===== src/rtl/first_fit_block_allocator_unit_macros.svh =====
// assertion macros used by the allocator top level
// no dependencies
`ifndef FIRST_FIT_BLOCK_ALLOCATOR_UNIT_MACROS_SVH
`define FIRST_FIT_BLOCK_ALLOCATOR_UNIT_MACROS_SVH
`define FFA_ASSERT(lbl, clk, rstn, prop) \
  lbl: assert property (@(posedge clk) disable iff (!rstn) (prop)) else $error("%m failed");
`define FFA_ASSERT_NR(lbl, clk, prop) \
  lbl: assert property (@(posedge clk) (prop)) else $error("%m failed");
`endif


===== src/rtl/ffa_pkg.sv =====
// types and constants of the first fit block allocator
// no dependencies
`default_nettype none
package ffa_pkg;
  localparam int MaxBlocks   = 64;
  localparam int HeaderBytes = 24;
  localparam int IdxW = $clog2(MaxBlocks);
  localparam int CntW = $clog2(MaxBlocks + 1);

  localparam logic [2:0] StOk      = 3'd0;
  localparam logic [2:0] StNull    = 3'd1;
  localparam logic [2:0] StNoMem   = 3'd2;
  localparam logic [2:0] StFull    = 3'd3;
  localparam logic [2:0] StUnknown = 3'd4;

  localparam logic ActAlloc = 1'b0;
  localparam logic ActFree  = 1'b1;

  localparam logic CfgBase = 1'b0;
  localparam logic CfgSize = 1'b1;

  typedef struct packed {
    logic        action;
    logic [23:0] request_size;
    logic [31:0] free_address;
  } req_t;

  typedef struct packed {
    logic [31:0] result_address;
    logic [2:0]  status;
    logic [31:0] free_bytes;
    logic [31:0] used_bytes;
  } rsp_t;

  typedef struct packed {
    logic [31:0] offset;
    logic [31:0] length;
    logic        is_free;
  } entry_t;
endpackage
`default_nettype wire


===== src/rtl/ffa_table_ram.sv =====
// block table memory, one write and one registered read port
// depends on ffa_pkg
`default_nettype none
module ffa_table_ram import ffa_pkg::*; (
  input  wire logic               clk_i,
  input  wire logic               we_i,
  input  wire logic [IdxW-1:0]    waddr_i,
  input  wire entry_t             wdata_i,
  input  wire logic [IdxW-1:0]    raddr_i,
  output entry_t                  rdata_o
);
  entry_t mem_q [MaxBlocks];
  always_ff @(posedge clk_i) begin
    if (we_i) mem_q[waddr_i] <= wdata_i;
    rdata_o <= mem_q[raddr_i];
  end
endmodule
`default_nettype wire


===== config.mk =====
export PLATFORM = sky130hd
export DESIGN_NAME = ffa_table_ram
export DESIGN_NICKNAME = d
export VERILOG_FILES = /design/src/rtl/first_fit_block_allocator_unit_macros.svh /design/src/rtl/ffa_pkg.sv /design/src/rtl/ffa_table_ram.sv
export SDC_FILE = /design/constraint.sdc
export NUM_CORES = 2
export LEC_CHECK = 0
export BUFFER_PORTS_ARGS = -buffer_cell sky130_fd_sc_hd__buf_2
export CAP_MARGIN = 5
export CORE_UTILIZATION = 45
export CTS_CLUSTER_DIAMETER = 80
export DETAILED_ROUTE_END_ITERATION = 8
export GPL_TIMING_DRIVEN = 0
export HOLD_SLACK_MARGIN = 0.15
export MAX_ROUTING_LAYER = met4
export SYNTH_ARGS = -nofsm -noshare
export SYNTH_HDL_FRONTEND = slang
export SYNTH_MEMORY_MAX_BITS = 65536
export SYNTH_SLANG_ARGS = --single-unit
export TNS_END_PERCENT = 10

===== constraint.sdc =====
create_clock -name clk_i -period 8.1 [get_ports clk_i]
set_input_delay 0.405 -clock clk_i [delete_from_list [all_inputs] [get_ports clk_i]]
set_output_delay 0.405 -clock clk_i [all_outputs]
set_load 0.005 [all_outputs]

==> Flow_metrics.wiki <==
{| class="wikitable"
! Metric !! Value
|-
| Number of synthesized register bits || 4,225
|-
| Reg-to-Reg Start || mem_q[43][13]
|-
| Fin nets || 7,574
|-
| Power density over the cells || 250 nW/um^2
|-
| Non-filler instance count after layout || 12.5k
|-
| Instance count after placement with tap cells included || 11.6k
|-
| Routed length per instance || 42.4 um
|-
| Worst Hold Endpoint || mem_q[4][20]
|-
| CTS Buffer Depth || 4
|-
| Setup slack of the critical path after layout || 3.93 ns
|-
| Placer Congestion || 0.819
|-
| Y dimension of the die || 595 um
|-
| First-pass detailed-route iteration total || 7
|-
| Number of remaining DRC errors || 0
|-
| Post-layout total power || 46.4 mW
|-
| Total wire length after detailed routing || 530 mm
|-
| Post-route core utilization || 0.530
|-
| Number of global-route vias before repair || 79.3k
|-
| Post-synth net total || 6,685
|-
| Slew margin rel. || 0.0532
|-
| Internal power || 36.3 mW
|-
| Net Sw Frac || 0.219
|-
| Maximum VDD drop || 0.000190 V
|-
| Final number of hold-violating endpoints || 0
|-
| Die outline width || 595 um
|-
| Share of the yosys chip area belonging to registers || 0.797
|-
| Transition time at the pin with the least slew margin || 1.42 ns
|-
| Total number of clock tree sinks || 4,225
|-
| Number of clock buffers inserted by TritonCTS || 427
|-
| Initial standard-cell utilization of the core || 0.453
|-
| Proportion of power drawn by flip-flops and latches || 0.523
|-
| Post-synthesis to final-layout area growth || 17.1%
|-
| Commonest register cell after synthesis || sky130_fd_sc_hd__edfxtp_1
|-
| Min cycle time layout || 4.17 ns
|-
| Clock latency at the later pin of the worst-skew pair || 0.99 ns
|-
| DRT iter0 DRCs || 13.6k
|-
| Vias per inst || 6.57
|-
| Placement row count || 217
|-
| Post-synthesis async set-or-reset flop share || 0
|-
| Highest achievable clock rate || 240 MHz
|-
| Clock Skew || 0.0330 ns
|-
| Root Buffer Master || sky130_fd_sc_hd__clkbuf_16
|-
| Placement Setup Slack || 3.17 ns
|-
| IO buf count || 136
|-
| Setup crit start || raddr_i[2]
|-
| Setup violators final || 0
|-
| Category of the critical setup timing path || in -> reg
|-
| WHS || 0.205 ns
|-
| CTS tree || built
|-
| Routed via count || 82.2k
|-
| Data required time of the critical path || 8.94 ns
|-
| Number of enable flip-flop cells after synthesis || 4,160
|-
| # H-tree levels || 5
|-
| HPWL after DPL || 356 mm
|-
| Clock share of power || 0.423
|-
| Share of the cycle needed by the critical path after routing || 0.515
|-
| Register-to-register path setup slack || 5.43 ns
|-
| Crit path launch type || input pin
|-
| Maximum fanout along the worst path || 10
|-
| Cells after synthesis || 6,606
|-
| Cell types with the largest area share after synthesis || sky130_fd_sc_hd__edfxtp_1 (79%), sky130_fd_sc_hd__mux4_2 (15%), sky130_fd_sc_hd__a22oi_1 (1.2%)
|-
| Leakage power of the design || 58.1 nW
|-
| RSZ-0062 raised after global routing || false
|-
| Initial antenna violation count || 53
|-
| Maximum number of pins on one net before global-route repair || 65
|-
| Element type at the critical path end || flop
|-
| Switching Power || 10.1 mW
|-
| Slew Viols, Final || 0
|-
| Arrival time at the worst endpoint || 5.02 ns
|-
| Synth Cell Area || 158,000 sq um
|-
| Combinational power share || 0.054
|-
| Number of primary I/O pins || 144
|-
| Mean post-synth cell area || 24.0 sq um
|-
| Capturing point of the worst reg2reg path || rdata_o[13]
|-
| Result of the run || completed
|-
| Die area || 354,000 sq um
|-
| First-pass GRT wire length || 700 mm
|-
| Cell depth of the worst min-delay path || 1
|-
| Library cell occupying the most area in the post-synthesis netlist || sky130_fd_sc_hd__edfxtp_1
|-
| Core area || 350,000 sq um
|-
| Yosys warning total || 0
|-
| Distinct cells, synth || 27
|-
| Share of Yosys cell area claimed by the top area cell type || 0.789
|-
| Antenna Nets Post-Route || 0
|-
| CTS clk-pin slew, worst paths || 0.06 ns
|-
| Hold path startpoint || wdata_i[20]
|-
| Number of max-cap violations || 0
|-
| Total routing resource utilization after global routing || 0.305
|-
| Fraction of final layout cells sized beyond drive strength 1 || 0.308
|-
| Overflow left after global routing || 0
|-
| Reg2Reg Depth || 4
|-
| Type of the tightest min-delay check || in -> reg
|}
-- synthesized netlist by cell type, types with 46 or more instances --
library cell               count
sky130_fd_sc_hd__nand3_1     115
sky130_fd_sc_hd__buf_2       186
sky130_fd_sc_hd__edfxtp_1   4160
sky130_fd_sc_hd__mux4_2     1040
sky130_fd_sc_hd__clkbuf_1    120
sky130_fd_sc_hd__mux2i_1     103
sky130_fd_sc_hd__nor2_1      112
sky130_fd_sc_hd__o22ai_1     130
sky130_fd_sc_hd__a211oi_1     65
sky130_fd_sc_hd__dfxtp_1      65
sky130_fd_sc_hd__a22oi_1     260
sky130_fd_sc_hd__o221ai_1     46
sky130_fd_sc_hd__o211a_1      65
-- worst max-delay path, cell delays in order --
cell	delay (ns)
sky130_fd_sc_hd__buf_2	0.16
sky130_fd_sc_hd__buf_2	0.37
sky130_fd_sc_hd__nor2b_1	0.80
sky130_fd_sc_hd__buf_2	1.06
sky130_fd_sc_hd__clkbuf_1	0.88
sky130_fd_sc_hd__a22oi_1	0.35
sky130_fd_sc_hd__nand3b_1	0.48
sky130_fd_sc_hd__o211a_1	0.46
-- flip-flops by register name, summed over array words and instances, names as in the netlist --
name / cells
rdata_o: 65
mem_q: 4160
-- cells by family (layout without fill, tap and decap cells) --
| kind of cell | count (synthesis) | after routing | share of synthesized area |
|---|---|---|---|
| and+or+nand+nor | 295 | 295 | 0.00911 |
| AOI/OAI and AO/OA | 566 | 566 | 0.0272 |
| other | 0 | 60 | 0 |
| buffers and inverters | 377 | 1626 | 0.0120 |
| muxes | 1143 | 1143 | 0.154 |
| DFF | 4225 | 4225 | 0.797 |
-- worst max path at each step --
stage / to / slack (ns) / cells after the start
finish: rdata_o[40] / 3.93 / 8
global route: rdata_o[40] / 4.15 / 8
CTS: rdata_o[40] / 4.15 / 8
detailed placement: rdata_o[40] / 3.17 / 8
global placement: mem_q[49][22] / -6.41 / 4
floorplan: mem_q[48][0] / 2.19 / 4
-- final cells by class --
| class | count | area (sq um) |
|---|---|---|
| diodes | 60 | 150 |
| well taps | 4599 | 5750 |
| fillers | 26400 | 164000 |
| multi-input cells | 2004 | 30700 |
| clock inverters | 247 | 2150 |
| plain buffers | 377 | 1930 |
| clock buffers | 542 | 11700 |
| flip-flops and latches | 4225 | 126000 |
| repair buffers | 460 | 6900 |
-- through the flow --
stage / area (sq um) / setup TNS, ns
after floorplan: 158000 / 0
after global placement: 165000 / -8106.81
after detailed placement: 171000 / 0
after CTS: 185000 / 0
after global routing: 185000 / 0
final: 185000 / 0
-- layer usage --
layer / routed length, um / part of all wire / track usage
met1: 188000 / 0.36 / 0.386
met2: 252000 / 0.47 / 0.471
met3: 64700 / 0.12 / 0.0839
met4: 25400 / 0.048 / 0.120
met5: 0 / 0 / -
-- power groups by stage --
| stage | combinational, mW | sequential, mW | clock [mW] |
|---|---|---|---|
| 5_1_grt | 2.57 | 24.3 | 20.5 |
| 3_5_place_dp | 2.45 | 24.7 | 0 |
| 6_report | 2.51 | 24.3 | 19.6 |
| 2_1_floorplan | 1.12 | 24.7 | 0 |
| 3_3_place_gp | 2.34 | 24.7 | 0 |
| 4_1_cts | 2.47 | 24.3 | 19.8 |
-- what timing repair did --
item / in CTS / in global routing
hold buffers: 19 / 10
gates resized for setup: 0 / 0
buffers inserted: 0 / 0
endpoints found under the hold margin: 505 / 254
-- cells in the final DEF, fill, tap and decap left out, types with 6 or more instances in the layout --
cell / n
sky130_fd_sc_hd__diode_2: 60
sky130_fd_sc_hd__nand3b_1: 25
sky130_fd_sc_hd__clkbuf_8: 22
sky130_fd_sc_hd__edfxtp_1: 4160
sky130_fd_sc_hd__clkinv_1: 90
sky130_fd_sc_hd__o22ai_1: 130
sky130_fd_sc_hd__nor2_1: 49
sky130_fd_sc_hd__a22oi_1: 260
sky130_fd_sc_hd__buf_8: 9
sky130_fd_sc_hd__nor2b_1: 9
sky130_fd_sc_hd__dfxtp_1: 65
sky130_fd_sc_hd__mux4_2: 1040
sky130_fd_sc_hd__nor2_4: 63
sky130_fd_sc_hd__nand2_1: 8
sky130_fd_sc_hd__o221ai_1: 46
sky130_fd_sc_hd__clkinv_2: 87
sky130_fd_sc_hd__clkbuf_1: 183
sky130_fd_sc_hd__mux2i_1: 103
sky130_fd_sc_hd__a211oi_1: 65
sky130_fd_sc_hd__bufinv_16: 35
sky130_fd_sc_hd__buf_16: 35
sky130_fd_sc_hd__clkbuf_16: 442
sky130_fd_sc_hd__clkbuf_2: 15
sky130_fd_sc_hd__nand3_1: 115
sky130_fd_sc_hd__buf_2: 324
sky130_fd_sc_hd__clkinv_4: 6
sky130_fd_sc_hd__buf_1: 16
sky130_fd_sc_hd__o211a_1: 65
sky130_fd_sc_hd__inv_6: 7
sky130_fd_sc_hd__buf_4: 37
sky130_fd_sc_hd__dlygate4sd3_1: 29
sky130_fd_sc_hd__clkinvlp_4: 15
sky130_fd_sc_hd__nand2b_1: 9
sky130_fd_sc_hd__buf_12: 229
sky130_fd_sc_hd__buf_6: 38
Note: power is estimated with default switching activity, not from simulation.
